<file path="src/design/mgm_pkg.sv">
`timescale 1ns / 1ps

package mgm_pkg;

  // Sources and destinations carried on the ports.
  localparam int NUM_LANES = 4;

  localparam int SAMPLE_W  = 16;
  localparam int GAIN_W    = 16;
  localparam int FRAC_BITS = 14;

  // (gd*gs)>>14 spans [-65536, 65536], cell gain spans [-131072, 131072],
  // and one term spans [-262144, 262144].
  localparam int STAGE1_W = 18;
  localparam int CELL_W   = 19;
  localparam int TERM_W   = 20;
  // Destination value plus four terms.
  localparam int ACC_W    = 22;

  localparam int CFG_DATA_W = 64;
  localparam int CFG_ADDR_W = 5;
  localparam int ROUTE_W    = 16;

  // Register indexes, taken from paddr[4:3].
  localparam logic [1:0] REG_DEST_GAINS = 2'd0;
  localparam logic [1:0] REG_SRC_GAINS  = 2'd1;
  localparam logic [1:0] REG_CHAN_GAINS = 2'd2;
  localparam logic [1:0] REG_ROUTE_EN   = 2'd3;

  // Cycles the cell gain registers need after a register write.
  localparam logic [1:0] CFG_SETTLE = 2'd2;

  typedef logic signed [SAMPLE_W-1:0] sample_t;
  typedef logic signed [ACC_W-1:0]    acc_t;

  localparam acc_t SAT_MAX = acc_t'(32767);
  localparam acc_t SAT_MIN = -acc_t'(32768);

  typedef struct packed {
    logic [CFG_DATA_W-1:0] dest_gains;
    logic [CFG_DATA_W-1:0] src_gains;
    logic [CFG_DATA_W-1:0] chan_gains;
    logic [ROUTE_W-1:0]    route_en;
  } cfg_t;

  typedef struct packed {
    logic                          valid;
    logic                          block_end;
    logic [NUM_LANES-1:0][SAMPLE_W-1:0] sample;
    logic [NUM_LANES-1:0][ACC_W-1:0]    acc;
  } chain_t;

endpackage

</file>
<file path="src/design/mgm_cfg.sv">
`timescale 1ns / 1ps

module mgm_cfg (
  input  logic                            clk,
  input  logic                            rst_n,
  input  logic                            psel,
  input  logic                            penable,
  input  logic                            pwrite,
  input  logic [mgm_pkg::CFG_ADDR_W-1:0]  paddr,
  input  logic [mgm_pkg::CFG_DATA_W-1:0]  pwdata,
  output logic [mgm_pkg::CFG_DATA_W-1:0]  prdata,
  output logic                            pready,
  output mgm_pkg::cfg_t                   cfg,
  output logic                            busy
);
  import mgm_pkg::*;

  logic [CFG_DATA_W-1:0] dest_gains_r, dest_gains_nxt;
  logic [CFG_DATA_W-1:0] src_gains_r, src_gains_nxt;
  logic [CFG_DATA_W-1:0] chan_gains_r, chan_gains_nxt;
  logic [ROUTE_W-1:0]    route_en_r, route_en_nxt;
  logic [1:0]            hold_r, hold_nxt;
  logic                  wr_en;
  logic [1:0]            reg_idx;

  assign pready  = 1'b1;
  assign wr_en   = psel && penable && pwrite;
  assign reg_idx = paddr[CFG_ADDR_W-1:3];

  always_comb begin
    dest_gains_nxt = dest_gains_r;
    src_gains_nxt  = src_gains_r;
    chan_gains_nxt = chan_gains_r;
    route_en_nxt   = route_en_r;
    if (wr_en) begin
      unique case (reg_idx)
        REG_DEST_GAINS: dest_gains_nxt = pwdata;
        REG_SRC_GAINS:  src_gains_nxt  = pwdata;
        REG_CHAN_GAINS: chan_gains_nxt = pwdata;
        REG_ROUTE_EN:   route_en_nxt   = pwdata[ROUTE_W-1:0];
      endcase
    end
  end

  // The cells rebuild their gain products through stage1_r and cell_gain_r after a write.
  always_comb begin
    hold_nxt = hold_r;
    if (wr_en) begin
      hold_nxt = CFG_SETTLE;
    end else if (hold_r != 2'd0) begin
      hold_nxt = hold_r - 2'd1;
    end
  end

  always_ff @(posedge clk) begin
    if (!rst_n) begin
      dest_gains_r <= '0;
      src_gains_r  <= '0;
      chan_gains_r <= '0;
      route_en_r   <= '0;
      hold_r       <= CFG_SETTLE;
    end else begin
      dest_gains_r <= dest_gains_nxt;
      src_gains_r  <= src_gains_nxt;
      chan_gains_r <= chan_gains_nxt;
      route_en_r   <= route_en_nxt;
      hold_r       <= hold_nxt;
    end
  end

  always_comb begin
    unique case (reg_idx)
      REG_DEST_GAINS: prdata = dest_gains_r;
      REG_SRC_GAINS:  prdata = src_gains_r;
      REG_CHAN_GAINS: prdata = chan_gains_r;
      REG_ROUTE_EN:   prdata = {{(CFG_DATA_W-ROUTE_W){1'b0}}, route_en_r};
    endcase
  end

  assign busy = (hold_r != 2'd0);

  always_comb begin
    cfg.dest_gains = dest_gains_r;
    cfg.src_gains  = src_gains_r;
    cfg.chan_gains = chan_gains_r;
    cfg.route_en   = route_en_r;
  end

  a_busy_after_write: assert property (@(posedge clk) disable iff (!rst_n)
    wr_en |=> busy) else $error("busy low right after a register write");

  a_busy_two_cycles: assert property (@(posedge clk) disable iff (!rst_n)
    wr_en |-> ##2 busy) else $error("busy dropped before cell gains settled");

endmodule

</file>
<file path="config.mk">
export PLATFORM = sky130hd
export DESIGN_NAME = mgm_cfg
export DESIGN_NICKNAME = d
export VERILOG_FILES = /design/src/design/mgm_pkg.sv /design/src/design/mgm_cfg.sv
export SDC_FILE = /design/constraint.sdc
export NUM_CORES = 1
export LEC_CHECK = 0
export BUFFER_PORTS_ARGS = -buffer_cell sky130_fd_sc_hd__buf_2
export CAP_MARGIN = 20
export CORE_AREA = 2 2 131 184
export DETAILED_ROUTE_END_ITERATION = 16
export DIE_AREA = 0 0 133 186
export PLACE_DENSITY = 0.8
export SLEW_MARGIN = 0
export SYNTH_ARGS = -nofsm -noshare
export SYNTH_HDL_FRONTEND = slang
export SYNTH_SLANG_ARGS = --single-unit
</file>
<file path="constraint.sdc">
create_clock -name clk -period 1.4 [get_ports clk]
set_input_delay 0.21 -clock clk [delete_from_list [all_inputs] [get_ports clk]]
set_output_delay 0.21 -clock clk [all_outputs]
set_load 0.01 [all_outputs]
</file>
== Word level (Yosys, flattened, before mapping) ==
Index checks and enable logic that the tools add are counted.
Storage, ports and cells
  output and inout port bits: 274
  bits in registers: 210
  bits of input ports: 74
Operators by class
  $add $sub $neg: 1
  multiplexer cells: 1
  bitwise gates (word level): 1
  equality and inequality tests: 3
  reductions and logical operators: 9
Operators by type and width (number)
  64-bit one-hot mux with 4 select lines: 1
  2-bit AND reduction: 4
  2-bit == test, second input constant: 2
  2-bit by 1-bit == test with 1-bit output, second input constant: 1
  1-bit logical AND: 2
  2-bit zero test: 1
  2-bit nonzero test: 1
  2-bit OR reduction: 1
  2-bit by 1-bit subtractor with 2-bit output, second input constant: 1
  1-bit inverter: 1

== Longest topological paths before layout ==
Gate-level depths: netlist of the first run.
  depth after elaboration: 3
  gate-level depth with buffers: 6
  gate-level depth less buffers: 5

== Worst setup path before layout of the first run ==
OpenSTA, ideal clock, no wires.
  path type: in2out
  start: in paddr[3] (netlist name)
  end: out prdata[16] (netlist name)
  setup slack: -87 ps
  data arrival time: 1277 ps
  cell stages on the path: 6
  cell sequence: buf_2 > buf_6 > buf_4 > buf_4 > mux2i_1 > o21ai_0
Between the ends
  word-level cells in the longest chain between the ends: 2
Ends and longest elaborated chain
  start: declaration: line mgm_cfg.sv:9  | input logic [mgm_pkg::CFG_ADDR_W-1:0] paddr,
  2-bit == test (tied with other cells): line mgm_cfg.sv:72  | unique case (reg_idx)
  64-bit one-hot mux with 4 select lines *: line mgm_cfg.sv:72
  end: declaration: line mgm_cfg.sv:11  | output logic [mgm_pkg::CFG_DATA_W-1:0] prdata,
Mark *: on every way between the ends. The rest lies on a longest branch, timed or not.

== Worst setup path after layout of the first run ==
  start: reg route_en_r[15]
  end: out prdata[15] (netlist name)
Between the ends
  word-level cells in the longest chain between the ends: 1
Ends and longest elaborated chain
  start: declaration: line mgm_cfg.sv:21  | logic [ROUTE_W-1:0] route_en_r, route_en_nxt;
  start signal: assignment: line mgm_cfg.sv:66  | route_en_r <= route_en_nxt;
  64-bit one-hot mux with 4 select lines: line mgm_cfg.sv:72
Every way passes these cells.

==> impl_metrics.toml, run 1 <==
[run_status]
status = "finished, violations left"
violations = "negative setup slack"

[critical_path]
crit_chain = "mux4_2 -> buf_6"
worst_path_max_delay_cell = "mux4_2"
arrival_ns = 1.48
slowest_delay_ns = 0.52
path_class = "reg2out"
required_ns = 1.19
path_max_fanout = 2
start_kind = "register"
cp-end-kind = "primary output"

[sta]
hold_viol_final = 0
fin_setup_tns_ns = -3.996
finalCritPeriodShare_pct = 120.5
skew_ns = 0.000001388
setup_viol = 22
rsz0062_at_grt = "yes"
period_needed_ns = 1.687
setup_slack_ns = -0.2871
drv_slew = 0
max_freq_ghz = 0.5927

[synth]
ys_seq_area_share_pct = 46.10
synth_cells = 939
synth_common_cells = "nand2_1, mux2i_1, dfxtp_1"
synth_cell_types = 22
async_flop_share_pct = 0
postSynthRegisterBits = 210
yosysTopAreaCellShare_pct = 46.10
syn-cell-area_um2 = 9119
yosys.area_share.simple_pct = 13.84
synth_area_leaders = "dfxtp_1, mux2i_1, nand2_1, mux4_2, o21ai_0"
synth_mux_area_share_pct = 32.16
synth_top_family_by_area = "multiplexers"
syn_nets = 1014
synthXorXnorAreaFrac_pct = 0.09605
yosysWarningCount = 0
avgSynthCellArea_um2 = 9.711
synth_compound_gate_area_share_pct = 2.634
synth-adder-area-share_pct = 0.1372
synth-edff-count = 0
synth_top_cell_by_area = "dfxtp_1"
synth.most_common_cell = "nand2_1"
synth_ff_type = "dfxtp_1"

[die]
boundaryPins = 348
die_w_um = 133
start_util_pct = 39.58
die_y_um = 186
core_um2 = 23040
rows = 66
die_area_um2 = 24740

[clock_tree]
cts_tree = "built"
clk_pin_slew_ns = 0.06
clk_latency_ns = 0.49
cts_made_buffers = 21
cts_root_buffer = "clkbuf_16"
htree_levels = 1
clock_path_buffers = 3
clock_sinks = 210

[route]
avgRoutedWirePerCell_um = 17.49
routed_wl_um = 29830
drc_errors = 0
drtIter0Drc = 329
num_vias = 8596
wl_met3_um = 1646
vias_per_cell = 5.039
highest_layer = "met4"
ant_nets = 0
drt-met1-wl_um = 11480
wl_met2_um = 15310
dr.pass1.iters = 6

[cells_and_area]
nets = 1461
drive_above_1_share_pct = 50.29
insertedDiodeCount = 0
final_area_um2 = 13360
utilization_pct = 57.97
syn2layout_area_growth_pct = 46.46

[hold_path]
hold_path_class = "in2reg"

[global_route]
overflow = 0
grt_pass1_vias = 8369
grt_start_max_net_pins = 81
antenna_found_initial = 0
grt.total_usage_pct = 22.36
grt_pass1_wl_um = 44300

[power]
p_switching_uw = 3154
intPower_uw = 9971
comb_power_share_pct = 11.2
power_density_nw_per_um2 = 982.8
vdd_drop_max_mv = 1.093
leakage_uw = 0.006545
switching_share_pct = 24.03
pwr-share-clk_pct = 41.8
seqPwrFrac_pct = 47.0

[placed_design]
dp_hpwl_um = 19350
placed_cell_area_um2 = 11480
gp_congestion = 0.8659
port_buffers = 343

[job]
maxCapViolations = 0
==> cells in the final DEF (no fill, tap or decap) <==
cell / n
inv_2: 3
nor3_2: 1
mux2i_2: 4
ha_4: 1
mux4_2: 16
mux2i_1: 253
nand2_2: 6
nor2_2: 1
or3b_4: 1
dfxtp_1: 60
inv_8: 1
buf_6: 20
dfxtp_2: 150
nand2_1: 315
dlygate4sd3_1: 11
buf_16: 1
clkbuf_8: 4
conb_1: 1
bufinv_16: 1
buf_4: 116
nand3_2: 1
clkinvlp_4: 1
clkbuf_1: 6
clkbuf_16: 21
o21ai_1: 47
nor2b_4: 1
clkinv_2: 2
xnor2_1: 1
buf_2: 323
bufbuf_16: 1
clkinv_4: 1
buf_12: 24
nand3b_1: 1
nor3b_2: 1
inv_6: 1
and3_1: 1
o21ai_2: 1
==> registers in the layout, indices dropped and copies added, names as in the netlist <==
name          flops
chan_gains_r     64
dest_gains_r     64
src_gains_r      64
hold_r            2
route_en_r       16
==> worst paths after layout <==
check	startpoint	end	slack (ns)	depth (start not counted)
min	pwdata[54]	src_gains_r[54]$_SDFFE_PN0P_	0.02	3
min reg2reg	dest_gains_r[36]$_SDFFE_PN0P_	dest_gains_r[36]$_SDFFE_PN0P_	0.47	2
max reg2reg	hold_r[1]$_SDFFE_PP1P_	hold_r[1]$_SDFFE_PP1P_	0.22	7
max	route_en_r[15]$_SDFFE_PN0P_	prdata[15]	-0.29	2
==> what timing repair did <==
action,4_1_cts,5_1_grt
endpoints found under the hold margin,14,0
setup endpoints to repair,65,65
hold buffers,11,0
setup buffers,57,30
cloned,4,0
resized for setup,174,31
pin swaps,9,10
==> worst max-delay path, delay by kind of cell, from the launching register on <==
family / cells / cell delay (ns)
buffers and inverters: 1 / 0.16
multiplexers: 1 / 0.52
flip-flops: 1 / 0.32
==> through the flow <==
stage                     hold slack, ns  std cells  setup WS [ns]  power [µW]
final                            0.01738       1706        -0.2871       13130
after global routing            0.005397       1706        -0.3300       13630
after CTS                      0.0001276       1679        -0.3164       13190
after detailed placement          0.4624       1571        -0.2650        7414
after global placement            0.4518       1571        -0.2215        7375
after floorplan                   0.3931        939       -0.01597        6940
==> per-layer routing <==
| metal | up-vias | global-route usage [%] |
|---|---|---|
| li1 | 4046 | - |
| met1 | 4081 | 24.74 |
| met2 | 362 | 41.33 |
| met3 | 107 | 3.813 |
| met4 | 0 | 10.92 |
| met5 | - | 0 |
==> cell families (layout without fill, tap and decap cells) <==
kind of cell | after synthesis | count (layout)
AOI/OAI and AO/OA | 48 | 48
xor gates and xnor gates | 1 | 1
adders and majority gates | 1 | 1
buffers and inverters | 76 | 537
DFF | 210 | 210
muxes | 273 | 273
other | 1 | 1
and+or+nand+nor | 329 | 329
==> power groups by stage <==
stage / Combinational (µW) / Sequential, µW / Clock, µW
global route: 1570 / 6180 / 5880
finish: 1470 / 6170 / 5490
global placement: 1090 / 6290 / 0
detailed placement: 1120 / 6290 / 0
floorplan: 632 / 6310 / 0
CTS: 1410 / 6160 / 5620
==> final cells by class <==
| type | count | area [µm²] |
|---|---|---|
| sequential | 210 | 4392 |
| multi-input combinational | 653 | 4527 |
| fill | 1862 | 9684 |
| clock buffer | 30 | 589.3 |
| timing repair buffer | 497 | 3377 |
| clock inverter | 7 | 76.32 |
| tap | 306 | 382.9 |
| inverter | 3 | 11.26 |
No activity file was read; power rests on OpenSTA's default activity.
==> run 2, diff against run 1 <==
ABC_AREA = 1   (was unset)
CORE_AREA = 2 2 135 189   (was 2 2 131 184)
DIE_AREA = 0 0 137 191   (was 0 0 133 186)
PLACE_DENSITY = 0.79   (was 0.8)
==> run 2 against run 1 <==
The run now ends clean. Sequential cell count stayed put. Register-to-register slack better by 0.33 ns. Clock skew hardly changed. Via count is 29% higher. Worst hold slack better by 0.046 ns.
==> impl_metrics.toml, run 2 <==
[run_status]
status = "completed"

[die]
die_w_um = 137
rows = 68
boundaryPins = 348
start_util_pct = 39.46
core_um2 = 24500
die_area_um2 = 26170
die_y_um = 191

[cells_and_area]
fill_cells = 2307
mostFrequentLayoutCells = "nor2_1, nand2_1, buf_2, nand3_1, dfxtp_1"
drive_above_1_share_pct = 31.42
final_common_cell = "nor2_1"
insertedDiodeCount = 0
nets = 1947
syn2layout_area_growth_pct = 40.37
largestRegisters = "chan_gains_r (64), dest_gains_r (64), src_gains_r (64)"

[global_route]
grt_pass1_wl_um = 50400
grt_start_max_net_pins = 47
grt.total_usage_pct = 23.96
grt_pass1_vias = 9937
overflow = 0
antenna_found_initial = 0

[power]
pwr-share-clk_pct = 39.6
p_switching_uw = 3494
intPower_uw = 10020
switching_share_pct = 25.85
comb_power_share_pct = 14.1
seqPwrFrac_pct = 46.3
leakage_uw = 0.006886
power_density_nw_per_um2 = 995.9
vdd_drop_max_mv = 0.8034

[synth]
postSynthRegisterBits = 210
synth-edff-count = 0
syn_nets = 1592
yosysTopAreaCellShare_pct = 43.48
synth_common_cells = "nand2_1, nor2_1, nand3_1"
async_flop_share_pct = 0
ys_seq_area_share_pct = 43.48
synth_area_leaders = "dfxtp_1, nand2_1, nor2_1, nand3_1, buf_2"
yosysWarningCount = 0
synth.most_common_cell = "nand2_1"
synth_cells = 1517
syn-cell-area_um2 = 9669
synth_ff_type = "dfxtp_1"
synth_cell_types = 18
avgSynthCellArea_um2 = 6.374
synth_top_cell_by_area = "dfxtp_1"

[route]
drc_errors = 0
avgRoutedWirePerCell_um = 15.46
vias_per_cell = 5.032
routed_wl_um = 33990
dr.pass1.iters = 5
drtIter0Drc = 721
num_vias = 11066
ant_nets = 0

[hold_path]
min_from = "pwdata[16]"
hold_path_class = "in2reg"
worstHoldEndpoint = "dest_gains_r[16]$_SDFFE_PN0P_"
whs_path_depth = 5

[critical_path]
slowest_delay_ns = 0.33
start_kind = "register"
rrSetupSlack_ns = 0.55
required_ns = 1.19
crit_start = "hold_r[0]$_SDFFE_PP0P_"
worst_path_max_delay_cell = "dfxtp_2"
crit_chain = "inv_2 -> ha_4 -> inv_2 -> buf_6"
path_buf_inv = 3
cp-end-kind = "primary output"
reg2reg_to = "hold_r[1]$_SDFFE_PP1P_"
path_class = "reg2out"
critical_path_depth = 4
arrival_ns = 1.19
critPathTopFamily = "flip-flops"
rr_worst_depth = 3
path_max_fanout = 4
regToRegStartpoint = "hold_r[0]$_SDFFE_PP0P_"
crit_path_frequent_cell = "inv_2"

[sta]
fin_setup_tns_ns = 0
drv_slew = 0
setup_viol = 0
finalCritPeriodShare_pct = 99.76
setup_slack_ns = 0.003363
rsz0062_at_grt = "yes"
max_freq_ghz = 0.7160
period_needed_ns = 1.397
skew_ns = 0.00004158
hold_viol_final = 0

[job]
maxCapViolations = 0

[clock_tree]
clock_path_buffers = 3
clk_pin_slew_ns = 0.06
cts_tree = "built"
clock_sinks = 210
htree_levels = 1
cts_hold_buf = 0
cts_made_buffers = 21
clk_latency_ns = 0.48
cts_root_buffer = "clkbuf_16"

[placed_design]
pre_cts_slack_ns = -0.09561
dp_hpwl_um = 20890
gp_congestion = 0.8393
port_buffers = 343
## run 2: changes by cell type after synthesis, sizes merged, moves of 16 or more
cell,previous run,this run
nor2,1,424
nand2,321,425
clkbuf,36,12
nand4,0,16
mux4,16,0
nand3,1,257
o21ai,48,0
buf,37,98
mux2i,257,0
inv,3,71
## run 2: final cells by class
cell class	instances	area, µm²	share of cell area, %
Sequential cell	210	4309	31.75
Multi-Input combinational cell	1126	4758	35.06
Clock inverter	2	10.01	0.07375
Timing Repair Buffer	442	3199	23.57
Clock buffer	33	630.6	4.646
Inverter	71	271.5	2.000
Tap cell	315	394.1	2.904
## run 2: worst max path at each step
stage / endpoint / slack, ns
after floorplan: prdata[16] / 0.22
after global placement: prdata[49] / -0.06
after detailed placement: prdata[49] / -0.1
after CTS: busy / -0.07
after global routing: busy / -0.06
final: busy / 0.003
## run 2: metal layers
metal | vias to the layer above | GRT usage [%] | wire (µm)
met4 | 0 | 9.992 | 1400
li1 | 5418 | - | -
met2 | 482 | 41.79 | 16940
met5 | - | 0 | 0
met3 | 105 | 3.474 | 2320
met1 | 5061 | 29.12 | 13330
## run 2: per-stage QoR
stage	hold WS (ns)	instance area [µm²]	utilization [%]	cells	power (µW)
2_1_floorplan	0.4346	9669	-	1517	7274
3_3_place_gp	0.4432	12140	49.53	2137	7908
3_5_place_dp	0.4511	12140	49.53	2137	7948
4_1_cts	0.04460	13200	53.88	2191	13490
5_1_grt	0.06488	13570	55.39	2199	14030
6_report	0.06325	13570	55.39	2199	13520
## run 2: power by group through the flow
| stage | Clock, µW | Combinational, µW | Sequential, µW |
|---|---|---|---|
| after global routing | 5680 | 2070 | 6280 |
| after CTS | 5470 | 1780 | 6240 |
| final | 5360 | 1900 | 6260 |
| after detailed placement | 0 | 1570 | 6370 |
| after floorplan | 0 | 865 | 6410 |
| after global placement | 0 | 1540 | 6370 |
## run 2: timing repair
item,4_1_cts,5_1_grt
cloned,9,5
pin swaps,4,10
buffers inserted,10,4
resized for setup,28,118
endpoints found under the setup margin,65,64
## run 2: logic make-up (layout without fill, tap and decap cells)
group,Yosys count,in the layout,synth area share [%]
adders and majority gates,1,1,0.1294
AOI/OAI and AO/OA,2,2,0.1423
other,1,1,0.03878
buffers and inverters,181,548,8.450
and+or+nand+nor,1122,1122,47.76
DFF,210,210,43.48
## run 2: worst register-to-register path, stage by stage, from the launching register on
cell and delay (ns):
dfxtp_2 0.33, inv_2 0.05, ha_4 0.25, o2111ai_1 0.09
==> run 3, diff against run 2 <==
CTS_BUF_LIST = sky130_fd_sc_hd__clkbuf_8   (was unset)
==> run 3 against run 2 <==
The flow now finishes with violations (negative setup slack). Sequential share of layout area up 0.55 points. Sequential power about the same. Global-route usage up 0.38 points. Count of clock-buffer cells in the layout up 8. Non-clock buffer count up 5. Combinational power down 2%. Largest power group unchanged.
==> impl_metrics.toml, run 3 (same netlist as run 2, synthesis figures left out) <==
[sta]
skew_ns = 0.00002526
finalCritPeriodShare_pct = 100.8
setup_slack_ns = -0.01096
drv_slew = 0
max_freq_ghz = 0.7087
hold_viol_final = 0
period_needed_ns = 1.411
rsz0062_at_grt = "yes"
setup_viol = 1

[placed_design]
dp_hpwl_um = 20890
placed_cell_area_um2 = 12140
pre_cts_slack_ns = -0.09561
port_buffers = 343
gp_congestion = 0.8393

[critical_path]
rr_worst_depth = 3
path_max_fanout = 4
required_ns = 1.19
arrival_ns = 1.20
path_class = "reg2out"
cp-end-kind = "primary output"
rrSetupSlack_ns = 0.55
reg2reg_to = "hold_r[1]$_SDFFE_PP1P_"
regToRegStartpoint = "hold_r[0]$_SDFFE_PP0P_"
start_kind = "register"

[power]
pwr-share-clk_pct = 41.0
leakage_uw = 0.006986
p_switching_uw = 3625
comb_power_share_pct = 13.5
intPower_uw = 10150
power_density_nw_per_um2 = 1006
seqPwrFrac_pct = 45.5
vdd_drop_max_mv = 0.8037
switching_share_pct = 26.32

[cells_and_area]
final_area_um2 = 13700
ff_latch_area_um2 = 4424
nets = 1966
final_common_cell = "nor2_1"
largestRegisters = "chan_gains_r (64), dest_gains_r (64), src_gains_r (64)"
fill_cells = 2292
mostFrequentLayoutCells = "nor2_1, nand2_1, buf_2, nand3_1, dfxtp_2"
multi_input_area_um2 = 4726
syn2layout_area_growth_pct = 41.65
drive_above_1_share_pct = 36.23

[global_route]
grt_pass1_vias = 10033
grt_start_max_net_pins = 47
grt.total_usage_pct = 24.34
grt_pass1_wl_um = 50890
antenna_found_initial = 1
overflow = 0

[clock_tree]
cts_root_buffer = "clkbuf_8"
clk_latency_ns = 0.50
clock_path_buffers = 3
clock_sinks = 210
cts_tree = "built"
htree_levels = 2
clk_pin_slew_ns = 0.06
cts_made_buffers = 35

[die]
die_w_um = 137
rows = 68
die_y_um = 191
start_util_pct = 39.46
boundaryPins = 348
die_area_um2 = 26170
core_um2 = 24500

[hold_path]
worstHoldEndpoint = "dest_gains_r[39]$_SDFFE_PN0P_"
whs_path_depth = 5
min_from = "pwdata[39]"
hold_path_class = "in2reg"

[run_status]
violations = "negative setup slack"
status = "finished, violations left"

[route]
dr.pass1.iters = 6
routed_wl_um = 33730
vias_per_cell = 4.993
ant_nets = 0
drtIter0Drc = 645
drc_errors = 0
avgRoutedWirePerCell_um = 15.13
num_vias = 11129

[job]
maxCapViolations = 0
run 3: changes by cell type in the layout (fill, tap and decap cells not counted), sizes merged:
| cell | previous run | this run |
|---|---|---|
| clkinv | 2 | 5 |
| inv | 71 | 81 |
| buf | 435 | 444 |
| bufinv | 0 | 3 |
| diode | 0 | 1 |
| clkbuf | 38 | 42 |
run 3: stage by stage:
step                 TNS, ns  cells  hold slack [ns]  util [%]  power, µW
floorplan                  0   1517           0.4346         -       7274
global placement      -1.557   2137           0.4432     49.53       7908
detailed placement    -4.519   2137           0.4511     49.53       7948
CTS                 -0.04728   2215          0.01806     54.48      13820
global route         -0.3480   2229          0.04124     55.90      14330
finish              -0.01096   2229          0.05026     55.90      13770
run 3: power groups by stage:
stage | registers (µW) | logic [µW] | clock network, µW
2_1_floorplan | 6410 | 865 | 0
6_report | 6260 | 1860 | 5650
3_5_place_dp | 6370 | 1570 | 0
4_1_cts | 6250 | 1810 | 5760
5_1_grt | 6280 | 2040 | 6010
3_3_place_gp | 6370 | 1540 | 0
run 3: how the worst max path moves through the flow:
stage / start / to / depth (start not counted)
2_1_floorplan: paddr[4] / prdata[16] / 5
3_3_place_gp: paddr[4] / prdata[49] / 7
3_5_place_dp: paddr[4] / prdata[49] / 7
4_1_cts: hold_r[0]$_SDFFE_PP0P_ / busy / 4
5_1_grt: hold_r[0]$_SDFFE_PP0P_ / busy / 4
6_report: hold_r[0]$_SDFFE_PP0P_ / busy / 4
run 3: final cells by class:
cell class	count	area share, %
antenna	1	0.01827
clock buffer	41	4.120
clock inverter	18	1.114
inverter	71	1.964
multi-input combinational	1126	34.50
sequential	210	32.30
tap	315	2.877
timing repair buffer	447	23.10
run 3: worst max-delay path: stages (launching register included):
cell and delay (ns):
dfxtp_2 0.33, inv_2 0.05, ha_4 0.16, inv_2 0.06
buf_6 0.10
run 3: per-layer routing:
metal	track usage, %	up-vias	wire [µm]	part of all wire [%]
met5	0	-	0	0
met2	41.66	527	17010	50
met3	4.190	96	2370	7.0
met4	12.37	0	1253	3.7
li1	-	5460	-	-
met1	28.94	5046	13090	39
run 3: what timing repair did:
| action | 4_1_cts | 5_1_grt |
|---|---|---|
| pin swaps | 4 | 23 |
| resized for setup | 61 | 156 |
| gates cloned | 10 | 1 |
| hold buffers | 0 | 0 |
| buffers inserted | 10 | 14 |
| setup endpoints to repair | 65 | 64 |
